**src/rwrp_pkg.sv**
```systemverilog
// ----------------------------------------------------------------------------
// rwrp_pkg
// Shared types and constants of the register write report packer.
// ----------------------------------------------------------------------------
package rwrp_pkg;

  // field widths
  localparam int KIND_W  = 3;
  localparam int ADDR_W  = 9;
  localparam int DATA_W  = 8;
  localparam int ENTRY_W = 17;
  localparam int IDX_W   = 6;

  // stream packing
  localparam int IN_TDATA_W  = 24;  // reg_addr + reg_data, rounded to bytes
  localparam int OUT_TDATA_W = 16;  // report_byte + byte_index, rounded to bytes

  // default block sizes
  localparam int DEF_QUEUE_DEPTH  = 128;
  localparam int DEF_REPORT_BYTES = 64;

  // command queue between front and back
  localparam int CMD_DEPTH = 4;
  localparam int CMD_PW    = $clog2(CMD_DEPTH);
  localparam int CMD_CW    = $clog2(CMD_DEPTH + 1);

  // chip kinds that remap addresses
  localparam logic [KIND_W-1:0] KIND_OPNA  = 3'd1;
  localparam logic [KIND_W-1:0] KIND_OPN3L = 3'd2;
  localparam logic [KIND_W-1:0] KIND_OPM   = 3'd3;

  // action codes
  localparam logic ACT_WRITE = 1'b0;
  localparam logic ACT_TICK  = 1'b1;

  // address ranges and remap offsets
  localparam logic [ADDR_W-1:0] EXT_LO      = 9'h100;
  localparam logic [ADDR_W-1:0] EXT_REMAP_HI = 9'h110;
  localparam logic [ADDR_W-1:0] EXT_HI      = 9'h1FB;
  localparam logic [ADDR_W-1:0] LOW_LIMIT   = 9'h0FC;
  localparam logic [ADDR_W-1:0] OPM_HI      = 9'h0FF;
  localparam logic [ADDR_W-1:0] OPNA_OFS    = 9'h040;
  localparam logic [ADDR_W-1:0] OPM_OFS     = 9'h0E0;

  // report bytes
  localparam logic [DATA_W-1:0] ESC_BYTE = 8'hFE;
  localparam logic [DATA_W-1:0] PAD_BYTE = 8'hFF;

  // byte phase within one message
  localparam logic [1:0] PH_ESC  = 2'd0;
  localparam logic [1:0] PH_ADDR = 2'd1;
  localparam logic [1:0] PH_DATA = 2'd2;

  // command from front to back: a tick, or an encoded message
  typedef struct packed {
    logic                is_tick;
    logic [ENTRY_W-1:0]  entry;   // [16] long form, [15:8] address, [7:0] data
  } cmd_t;

  // command queue status
  typedef struct packed {
    logic full;
    logic empty;
  } q_stat_t;

  // back end sequencer
  typedef enum logic [2:0] {
    ST_IDLE,
    ST_READ,
    ST_CHECK,
    ST_EMIT,
    ST_PAD
  } back_state_t;

endpackage

```
**src/rwrp_front.sv**
```systemverilog
// ----------------------------------------------------------------------------
// rwrp_front
// Input side: holds chip kind, remaps and encodes writes, forwards ticks.
// ----------------------------------------------------------------------------
module rwrp_front (
  input  logic                             clk,
  input  logic                             rst_n,
  input  logic                             cfg_valid,
  output logic                             cfg_ready,
  input  logic [rwrp_pkg::KIND_W-1:0]      cfg_data,
  input  logic                             in_tvalid,
  output logic                             in_tready,
  input  logic [rwrp_pkg::IN_TDATA_W-1:0]  in_tdata,
  input  logic                             in_tuser,
  input  rwrp_pkg::q_stat_t                q_stat,
  output logic                             push,
  output rwrp_pkg::cmd_t                   push_cmd
);
  import rwrp_pkg::*;

  logic [KIND_W-1:0] kind_r;
  logic [KIND_W-1:0] kind_nxt;
  logic [ADDR_W-1:0] reg_addr;
  logic [DATA_W-1:0] reg_data;
  logic [ADDR_W-1:0] addr_m;
  logic              keep;
  logic              xfer;

  assign cfg_ready = 1'b1;
  assign kind_nxt  = cfg_valid ? cfg_data : kind_r;

  // chip kind register
  always_ff @(posedge clk) begin
    if (!rst_n) begin
      kind_r <= '0;
    end else begin
      kind_r <= kind_nxt;
    end
  end

  assign reg_addr = in_tdata[ADDR_W-1:0];
  assign reg_data = in_tdata[ADDR_W+DATA_W-1:ADDR_W];

  // address remap by chip kind
  always_comb begin
    addr_m = reg_addr;
    if ((kind_r == KIND_OPNA || kind_r == KIND_OPN3L) &&
        reg_addr inside {[EXT_LO:EXT_REMAP_HI]}) begin
      addr_m = reg_addr - OPNA_OFS;
    end else if (kind_r == KIND_OPM && reg_addr inside {[LOW_LIMIT:OPM_HI]}) begin
      addr_m = reg_addr - OPM_OFS;
    end
  end

  // message encode
  always_comb begin
    keep           = 1'b0;
    push_cmd.is_tick = (in_tuser == ACT_TICK);
    push_cmd.entry = {1'b0, addr_m[7:0], reg_data};
    if (addr_m < LOW_LIMIT) begin
      keep = 1'b1;
    end else if (addr_m inside {[EXT_LO:EXT_HI]}) begin
      keep           = 1'b1;
      push_cmd.entry = {1'b1, addr_m[7:0], reg_data};
    end
  end

  // dropped writes are consumed without a queue entry
  assign in_tready = !q_stat.full;
  assign xfer      = in_tvalid && in_tready;
  assign push      = xfer && (push_cmd.is_tick || keep);

endmodule

```
**src/rwrp_cmd_fifo.sv**
```systemverilog
// ----------------------------------------------------------------------------
// rwrp_cmd_fifo
// Short command queue that decouples the input side from the report sequencer.
// ----------------------------------------------------------------------------
module rwrp_cmd_fifo (
  input  logic              clk,
  input  logic              rst_n,
  input  logic              push,
  input  rwrp_pkg::cmd_t    push_cmd,
  input  logic              pop,
  output rwrp_pkg::cmd_t    head,
  output rwrp_pkg::q_stat_t stat
);
  import rwrp_pkg::*;

  cmd_t              q_r [CMD_DEPTH];
  logic [CMD_PW-1:0] wp_r;
  logic [CMD_PW-1:0] wp_nxt;
  logic [CMD_PW-1:0] rp_r;
  logic [CMD_PW-1:0] rp_nxt;
  logic [CMD_CW-1:0] cnt_r;
  logic [CMD_CW-1:0] cnt_nxt;
  logic              do_push;
  logic              do_pop;

  assign stat.full  = (cnt_r == CMD_CW'(CMD_DEPTH));
  assign stat.empty = (cnt_r == '0);
  assign head       = q_r[rp_r];
  assign do_push    = push && !stat.full;
  assign do_pop     = pop && !stat.empty;

  // pointer and fill count update
  always_comb begin
    wp_nxt  = wp_r;
    rp_nxt  = rp_r;
    cnt_nxt = cnt_r;
    if (do_push) begin
      wp_nxt = (wp_r == CMD_PW'(CMD_DEPTH - 1)) ? '0 : wp_r + 1'b1;
    end
    if (do_pop) begin
      rp_nxt = (rp_r == CMD_PW'(CMD_DEPTH - 1)) ? '0 : rp_r + 1'b1;
    end
    if (do_push && !do_pop) begin
      cnt_nxt = cnt_r + 1'b1;
    end else if (do_pop && !do_push) begin
      cnt_nxt = cnt_r - 1'b1;
    end
  end

  always_ff @(posedge clk) begin
    if (!rst_n) begin
      wp_r  <= '0;
      rp_r  <= '0;
      cnt_r <= '0;
    end else begin
      wp_r  <= wp_nxt;
      rp_r  <= rp_nxt;
      cnt_r <= cnt_nxt;
    end
  end

  // queue storage
  always_ff @(posedge clk) begin
    if (do_push) begin
      q_r[wp_r] <= push_cmd;
    end
  end

endmodule

```
**src/rwrp_back.sv**
```systemverilog
// ----------------------------------------------------------------------------
// rwrp_back
// Message store and report sequencer: queues messages, packs and emits reports.
// ----------------------------------------------------------------------------
module rwrp_back #(
  parameter int QUEUE_DEPTH  = rwrp_pkg::DEF_QUEUE_DEPTH,
  parameter int REPORT_BYTES = rwrp_pkg::DEF_REPORT_BYTES
) (
  input  logic                              clk,
  input  logic                              rst_n,
  input  rwrp_pkg::cmd_t                    head,
  input  rwrp_pkg::q_stat_t                 q_stat,
  output logic                              pop,
  output logic                              out_tvalid,
  input  logic                              out_tready,
  output logic [rwrp_pkg::OUT_TDATA_W-1:0]  out_tdata,
  output logic                              out_tlast
);
  import rwrp_pkg::*;

  localparam int PW  = $clog2(QUEUE_DEPTH);
  localparam int CW  = $clog2(QUEUE_DEPTH + 1);
  localparam int SZW = $clog2(REPORT_BYTES + 1);

  back_state_t        state_r;
  back_state_t        state_nxt;
  logic [ENTRY_W-1:0] mem [QUEUE_DEPTH];
  logic [ENTRY_W-1:0] rd_data_r;
  logic [PW-1:0]      rd_ptr_r;
  logic [PW-1:0]      rd_ptr_nxt;
  logic [PW-1:0]      wr_ptr_r;
  logic [PW-1:0]      wr_ptr_nxt;
  logic [CW-1:0]      count_r;
  logic [CW-1:0]      count_nxt;
  logic [SZW-1:0]     sz_r;
  logic [SZW-1:0]     sz_nxt;
  logic [1:0]         phase_r;
  logic [1:0]         phase_nxt;
  logic               out_valid_r;
  logic               out_valid_nxt;
  logic [DATA_W-1:0]  out_byte_r;
  logic [DATA_W-1:0]  out_byte_nxt;
  logic [IDX_W-1:0]   out_idx_r;
  logic [IDX_W-1:0]   out_idx_nxt;
  logic               out_last_r;
  logic               out_last_nxt;

  logic               mem_wr;
  logic               mem_rd;
  logic               take;
  logic               emit_req;
  logic [DATA_W-1:0]  emit_byte;
  logic               out_load;
  logic               overflow;
  logic [SZW:0]       msg_len;
  logic               store_full;
  logic               store_empty;
  logic               at_end;
  logic               last_slot;

  assign store_full  = (count_r == CW'(QUEUE_DEPTH));
  assign store_empty = (count_r == '0);
  assign at_end      = (sz_r == SZW'(REPORT_BYTES));
  assign last_slot   = (sz_r == SZW'(REPORT_BYTES - 1));
  assign msg_len     = rd_data_r[ENTRY_W-1] ? (SZW+1)'(3) : (SZW+1)'(2);
  assign overflow    = ({1'b0, sz_r} + msg_len) > (SZW+1)'(REPORT_BYTES);
  assign out_load    = emit_req && (!out_valid_r || out_tready);

  // sequencer control outputs
  always_comb begin
    pop       = 1'b0;
    mem_wr    = 1'b0;
    mem_rd    = 1'b0;
    take      = 1'b0;
    emit_req  = 1'b0;
    emit_byte = PAD_BYTE;
    case (state_r)
      ST_IDLE: begin
        pop    = !q_stat.empty;
        mem_wr = !q_stat.empty && !head.is_tick && !store_full;
      end
      ST_READ: begin
        mem_rd = !at_end && !store_empty;
      end
      ST_CHECK: begin
        take = !overflow;
      end
      ST_EMIT: begin
        emit_req = 1'b1;
        case (phase_r)
          PH_ESC:  emit_byte = ESC_BYTE;
          PH_ADDR: emit_byte = rd_data_r[15:8];
          default: emit_byte = rd_data_r[7:0];
        endcase
      end
      ST_PAD: begin
        emit_req = 1'b1;
      end
      default: begin
      end
    endcase
  end

  // sequencer next state
  always_comb begin
    state_nxt = state_r;
    case (state_r)
      ST_IDLE: begin
        if (!q_stat.empty && head.is_tick && !store_empty) begin
          state_nxt = ST_READ;
        end
      end
      ST_READ: begin
        if (at_end) begin
          state_nxt = ST_IDLE;
        end else if (store_empty) begin
          state_nxt = ST_PAD;
        end else begin
          state_nxt = ST_CHECK;
        end
      end
      ST_CHECK: begin
        state_nxt = overflow ? ST_PAD : ST_EMIT;
      end
      ST_EMIT: begin
        if (out_load && phase_r == PH_DATA) begin
          state_nxt = ST_READ;
        end
      end
      ST_PAD: begin
        if (out_load && last_slot) begin
          state_nxt = ST_IDLE;
        end
      end
      default: begin
        state_nxt = ST_IDLE;
      end
    endcase
  end

  // pointers, fill count, report position and output register
  always_comb begin
    rd_ptr_nxt    = rd_ptr_r;
    wr_ptr_nxt    = wr_ptr_r;
    count_nxt     = count_r;
    sz_nxt        = sz_r;
    phase_nxt     = phase_r;
    out_valid_nxt = out_valid_r;
    out_byte_nxt  = out_byte_r;
    out_idx_nxt   = out_idx_r;
    out_last_nxt  = out_last_r;
    if (mem_wr) begin
      wr_ptr_nxt = (wr_ptr_r == PW'(QUEUE_DEPTH - 1)) ? '0 : wr_ptr_r + 1'b1;
      count_nxt  = count_r + 1'b1;
    end
    if (take) begin
      rd_ptr_nxt = (rd_ptr_r == PW'(QUEUE_DEPTH - 1)) ? '0 : rd_ptr_r + 1'b1;
      count_nxt  = count_r - 1'b1;
      phase_nxt  = rd_data_r[ENTRY_W-1] ? PH_ESC : PH_ADDR;
    end
    if (state_r == ST_IDLE) begin
      sz_nxt = '0;
    end
    if (out_load) begin
      sz_nxt        = sz_r + 1'b1;
      phase_nxt     = phase_r + 1'b1;
      out_valid_nxt = 1'b1;
      out_byte_nxt  = emit_byte;
      out_idx_nxt   = IDX_W'(sz_r);
      out_last_nxt  = last_slot;
    end else if (out_tready) begin
      out_valid_nxt = 1'b0;
    end
  end

  always_ff @(posedge clk) begin
    if (!rst_n) begin
      state_r     <= ST_IDLE;
      rd_ptr_r    <= '0;
      wr_ptr_r    <= '0;
      count_r     <= '0;
      sz_r        <= '0;
      phase_r     <= PH_ESC;
      out_valid_r <= 1'b0;
    end else begin
      state_r     <= state_nxt;
      rd_ptr_r    <= rd_ptr_nxt;
      wr_ptr_r    <= wr_ptr_nxt;
      count_r     <= count_nxt;
      sz_r        <= sz_nxt;
      phase_r     <= phase_nxt;
      out_valid_r <= out_valid_nxt;
    end
  end

  // output payload
  always_ff @(posedge clk) begin
    out_byte_r <= out_byte_nxt;
    out_idx_r  <= out_idx_nxt;
    out_last_r <= out_last_nxt;
  end

  // message store, registered read
  always_ff @(posedge clk) begin
    if (mem_wr) begin
      mem[wr_ptr_r] <= head.entry;
    end
    if (mem_rd) begin
      rd_data_r <= mem[rd_ptr_r];
    end
  end

  assign out_tvalid = out_valid_r;
  assign out_tlast  = out_last_r;
  assign out_tdata  = {(OUT_TDATA_W - IDX_W - DATA_W)'(0), out_idx_r, out_byte_r};

endmodule

```
**src/register_write_report_packer_core.sv**
```systemverilog
// ----------------------------------------------------------------------------
// register_write_report_packer_core
// Packs sound-chip register writes into fixed-size byte reports on tick.
// ----------------------------------------------------------------------------
// Writes are remapped by chip kind, encoded into 2- or 3-byte messages and
// kept in a message store of QUEUE_DEPTH entries; writes with an address
// that does not encode, or that arrive while the store is full, are
// dropped. Input transfers pass into a four-entry command queue, so a write
// is taken every cycle while the queue has room; the sequencer stores one
// write per cycle while it is idle. A tick on a non-empty store emits one
// report of REPORT_BYTES bytes, whole messages in order and 0xFF padding,
// one byte per output transfer. Each message passes through a store read
// and a length check in the sequencer before its bytes go out, since the
// store has a single read port. The user must write configuration (chip
// kind) only while the block is idle; the block does not enforce it.
module register_write_report_packer_core #(
  parameter int QUEUE_DEPTH  = rwrp_pkg::DEF_QUEUE_DEPTH,
  parameter int REPORT_BYTES = rwrp_pkg::DEF_REPORT_BYTES
) (
  input  logic                              clk,
  input  logic                              rst_n,
  // configuration: chip_kind
  input  logic                              cfg_valid,
  output logic                              cfg_ready,
  input  logic [rwrp_pkg::KIND_W-1:0]       cfg_data,
  // input stream
  input  logic                              in_tvalid,
  output logic                              in_tready,
  input  logic [rwrp_pkg::IN_TDATA_W-1:0]   in_tdata,   // reg_addr[8:0], reg_data[16:9]
  input  logic                              in_tuser,   // action
  // report stream
  output logic                              out_tvalid,
  input  logic                              out_tready,
  output logic [rwrp_pkg::OUT_TDATA_W-1:0]  out_tdata,  // report_byte[7:0], byte_index[13:8]
  output logic                              out_tlast   // last_byte
);
  import rwrp_pkg::*;

  cmd_t    push_cmd;
  cmd_t    head;
  q_stat_t q_stat;
  logic    push;
  logic    pop;

  // classify and encode
  rwrp_front u_front (
    .clk       (clk),
    .rst_n     (rst_n),
    .cfg_valid (cfg_valid),
    .cfg_ready (cfg_ready),
    .cfg_data  (cfg_data),
    .in_tvalid (in_tvalid),
    .in_tready (in_tready),
    .in_tdata  (in_tdata),
    .in_tuser  (in_tuser),
    .q_stat    (q_stat),
    .push      (push),
    .push_cmd  (push_cmd)
  );

  // command queue
  rwrp_cmd_fifo u_cmd_fifo (
    .clk      (clk),
    .rst_n    (rst_n),
    .push     (push),
    .push_cmd (push_cmd),
    .pop      (pop),
    .head     (head),
    .stat     (q_stat)
  );

  // store and report sequencer
  rwrp_back #(
    .QUEUE_DEPTH  (QUEUE_DEPTH),
    .REPORT_BYTES (REPORT_BYTES)
  ) u_back (
    .clk        (clk),
    .rst_n      (rst_n),
    .head       (head),
    .q_stat     (q_stat),
    .pop        (pop),
    .out_tvalid (out_tvalid),
    .out_tready (out_tready),
    .out_tdata  (out_tdata),
    .out_tlast  (out_tlast)
  );

endmodule

```
**config.mk**
```make
export PLATFORM = sky130hd
export DESIGN_NAME = register_write_report_packer_core
export DESIGN_NICKNAME = d
export VERILOG_FILES = /design/src/rwrp_pkg.sv /design/src/rwrp_front.sv /design/src/rwrp_cmd_fifo.sv /design/src/rwrp_back.sv /design/src/register_write_report_packer_core.sv
export SDC_FILE = /design/constraint.sdc
export NUM_CORES = 2
export LEC_CHECK = 0
export ABC_CLOCK_PERIOD_IN_PS = 8400
export BUFFER_PORTS_ARGS = -buffer_cell sky130_fd_sc_hd__buf_2
export CAP_MARGIN = 40
export CELL_PAD_IN_SITES_DETAIL_PLACEMENT = 1
export CELL_PAD_IN_SITES_GLOBAL_PLACEMENT = 2
export CORE_ASPECT_RATIO = 1.2
export CORE_MARGIN = 3
export CORE_UTILIZATION = 35
export DETAILED_ROUTE_END_ITERATION = 8
export PLACE_DENSITY = 0.59
export SYNTH_ARGS = -nofsm -noshare
export SYNTH_HDL_FRONTEND = slang
export SYNTH_SLANG_ARGS = --single-unit
```
**constraint.sdc**
```tcl
create_clock -name clk -period 8.4 [get_ports clk]
set_input_delay 0 -clock clk [delete_from_list [all_inputs] [get_ports clk]]
set_output_delay 0 -clock clk [all_outputs]
set_load 0.01 [all_outputs]
```
==> run_results.csv <==
group,metric,value,unit
power_and_ir_drop,switchingPower,7.22,mW
clocking,cts_buffer_depth,4,
worst_setup_path,crit_type,"register to register",
synth,synthCells,4014,
sta,rsz0062_at_grt,"false",
synth,syn-mean-instance-area,22.2,sq um
sta,layout_min_cycle_time,4.81,ns
sta,relSlewSlack,33.4,%
placed_design,dpl.cell_count,7430,
synth,synthSimpleGateAreaFrac,1.93,%
global_routing,antenna_found_initial,10,
floorplanning,die_h,559,um
synth,yosysMostFrequentCell,"edfxtp_1",
sta,hold_viol,0,
power_and_ir_drop,internal_power,21.3,mW
placed_design,post-dp-hpwl,141,mm
sta,report.final.slew_viol_count,0,
global_routing,grt-ovfl-total,0,
sta,fin_crit_sh,57.2,%
clocking,numCtsBuffers,233,
clocking,clk_latency,0.89,ns
floorplanning,coreArea,253000,sq um
synth,ys_types,62,
power_and_ir_drop,pwr-share-comb,12.8,%
worst_setup_path,cp_data_required_time,8.97,ns
sta,fin_skew,0.0562,ns
floorplanning,rows,202,
floorplanning,initial_core_util,35.2,%
sta,tightest_slew,0.998,ns
power_and_ir_drop,pwr-share-clk,36.0,%
sta,fin_setup_tns,0,ns
worst_hold_path,hp-class,"primary input to register",
drt,vias,42200,
power_and_ir_drop,swShare,25.3,%
placed_design,portBuffers,42,
clocking,cts.sinks,2327,
placed_design,post-place-ws,3.53,ns
cells_and_area,layout-drive-gt1-share,29.0,%
synth,synth_edf_count,2280,
power_and_ir_drop,ir_drop,0.410,mV
drt,drtIter0Drc,3428,
synth,synth_compound_area_share,3.00,%
drt,via_per_inst,5.32,
global_routing,grt_max_degree,118,
global_routing,grtUsageTotal,17.9,%
worst_setup_path,arrival,5.38,ns
drt,drt_first_pass_iters,5,
worst_setup_path,startpoint_type,"register",
placed_design,place.gp.congestion,0.764,
sta,setup_viol,0,
worst_hold_path,hp-start,"in_tvalid",
drt,drt-wirelength-per-cell,29.7,um
sta,whs,0.120,ns
cells_and_area,area_growth,16.1,%
synth,ys_async_sr_fraction,0,%
synth,yosysTopAreaCellShare,76.9,%
power_and_ir_drop,seqPwrFrac,51.2,%
synth,ys_ff_latch,2327,
synth,synth_mux_area_share,15.3,%
sta,worst_slack,3.59,ns
global_routing,grt_pass1_vias,45100,
clocking,htree_levels,4,
synth,synth_area_leaders,"edfxtp_1 (77%), mux4_2 (14%), dfxtp_1 (1.1%)",
power_and_ir_drop,powerDensity,276,nW/um^2
floorplanning,die_w,467,um
synth,syn-cell-area,89100,sq um
synth,yosys.area_share.xor_xnor,0.206,%
synth,synth_top_family_by_area,"multiplexers",
synth,yosys.area.top_type,"edfxtp_1",
clocking,clkTransAtPathRegs,0.06,ns
drt,ant_nets,0,
status,outcome,"finished, final reports clean",
synth,yosysWarnings,0,
cells_and_area,stdcell_count,7918,
clocking,cts_tree,"done",
clocking,post_cts_resized,0,
clocking,root_buffer,"clkbuf_16",
worst_setup_path,crit_path_end_kind,"register",
worst_setup_path,worst-path-max-fanout,18,
power_and_ir_drop,total_leakage_power,31.1,nW
synth,synth-main-ff-cell,"edfxtp_1",
drt,routed_wl,235,mm
cells_and_area,layout.nets,4410,
sta,fmax,208,MHz
synth,synth_commonest_cells,"edfxtp_1 (2280), mux4_2 (562), nor2_1 (185), clkbuf_1 (113), o22ai_1 (89)",
floorplanning,dieArea,261000,sq um
global_routing,grt_pass1_wl,338,mm
synth,yosysSeqAreaShare,77.9,%
cells_and_area,nFillCells,23600,
flow_run,cap_violations,0,
drt,drc,0,
synth,synthAdderAreaFrac,0.410,%
floorplanning,pin_count,53,
## per-layer routing
metal | wire length (um) | part of all wire, % | global-route usage (%) | up-vias
li1 | - | - | - | 17700
met1 | 100000 | 43 | 24.2 | 23200
met2 | 118000 | 50 | 30.5 | 949
met3 | 9980 | 4.2 | 2.20 | 322
met4 | 6410 | 2.7 | 5.19 | 0
met5 | 0 | 0 | 0 | -
## layout make-up
cell class | instances | area [sq um] | share of cell area [%]
sequential | 2327 | 69400 | 67.1
multi-input combinational | 1443 | 19000 | 18.3
clock buffer | 292 | 6240 | 6.03
tap | 3366 | 4210 | 4.07
timing repair buffer | 323 | 3220 | 3.12
clock inverter | 134 | 1220 | 1.18
inverter | 21 | 78.8 | 0.0762
antenna | 12 | 30.0 | 0.0290
## final timing paths
path                         to  slack, ns  cells past startpoint
min reg2reg   u_back.count_r[6]       0.49                      2
max reg2reg  u_back.mem[117][7]       3.59                      8
min          u_cmd_fifo.wp_r[0]       0.12                      5
max          u_back.mem[117][7]       3.59                      8
## worst max-delay path, stage by stage (launching register included)
cell and delay [ns]:
dfxtp_1 0.31, buf_4 0.35, mux4_2 0.66, a311oi_4 0.76, and2_1 0.44, nand3b_1 0.65, buf_4 0.46, nor2_1 0.48
buf_4 0.35
## per-stage QoR
stage	power, mW	utilization [%]	instance area (sq um)
floorplan	16.6	-	89100
finish	28.5	40.9	103000
CTS	28.9	40.9	103000
global placement	18.2	37.3	94200
detailed placement	18.6	37.7	95400
global route	29.6	40.9	103000
## cell usage in the layout (no fill, tap or decap), types with 11 or more instances in the layout
master            n
edfxtp_1       2280
mux4_2          545
clkbuf_16       236
buf_4           163
nor2_1          103
o22ai_1          89
nor2_2           76
a22oi_1          70
a21oi_1          62
clkinv_1         57
mux2i_1          52
dlygate4sd3_1    50
nand2_1          44
clkbuf_1         44
buf_2            44
dfxtp_1          42
mux2_2           41
clkinv_2         40
a22o_1           36
buf_8            34
a221oi_1         32
ha_1             26
a211oi_1         24
bufinv_16        22
nand3_1          20
inv_1            19
nor3_1           19
buf_16           18
nor2b_1          17
mux4_4           17
or4_1            16
o211ai_1         13
buf_12           13
diode_2          12
clkbuf_8         12
o21ai_0          11
o41ai_2          11
xor2_1           11
## logic make-up after synthesis
| family | after synthesis |
|---|---|
| xor+xnor | 21 |
| simple gates | 360 |
| compound gates | 376 |
| flops | 2327 |
| mux | 655 |
| buf+inv | 245 |
| fa+ha+maj | 28 |
| other cells | 2 |
## flip-flops by register name, indices dropped and copies added (netlist names), named ones only
register / count
u_back.mem: 2176
u_cmd_fifo.q_r: 72
u_back.rd_data_r: 17
u_back.count_r: 8
u_back.out_byte_r: 8
u_back.rd_ptr_r: 7
u_back.sz_r: 7
u_back.wr_ptr_r: 7
u_back.out_idx_r: 6
u_back.state_r: 3
u_cmd_fifo.cnt_r: 3
u_front.kind_r: 3
u_back.phase_r: 2
u_cmd_fifo.rp_r: 2
u_cmd_fifo.wp_r: 2
u_back.out_tlast: 1
u_back.out_tvalid: 1
## power by group through the flow
stage          combinational (mW)  sequential (mW)  clock [mW]
6_report                     3.65             14.6        10.3
5_1_grt                      3.95             14.6        11.0
4_1_cts                      3.77             14.6        10.6
3_5_place_dp                 3.74             14.9           0
3_3_place_gp                 3.36             14.9           0
2_1_floorplan                1.75             14.9           0
## what timing repair did
item                      CTS  global route
buffers inserted            0             0
hold buffers               50             0
hold endpoints to repair  131             0
No activity file was read; power rests on OpenSTA's default activity.
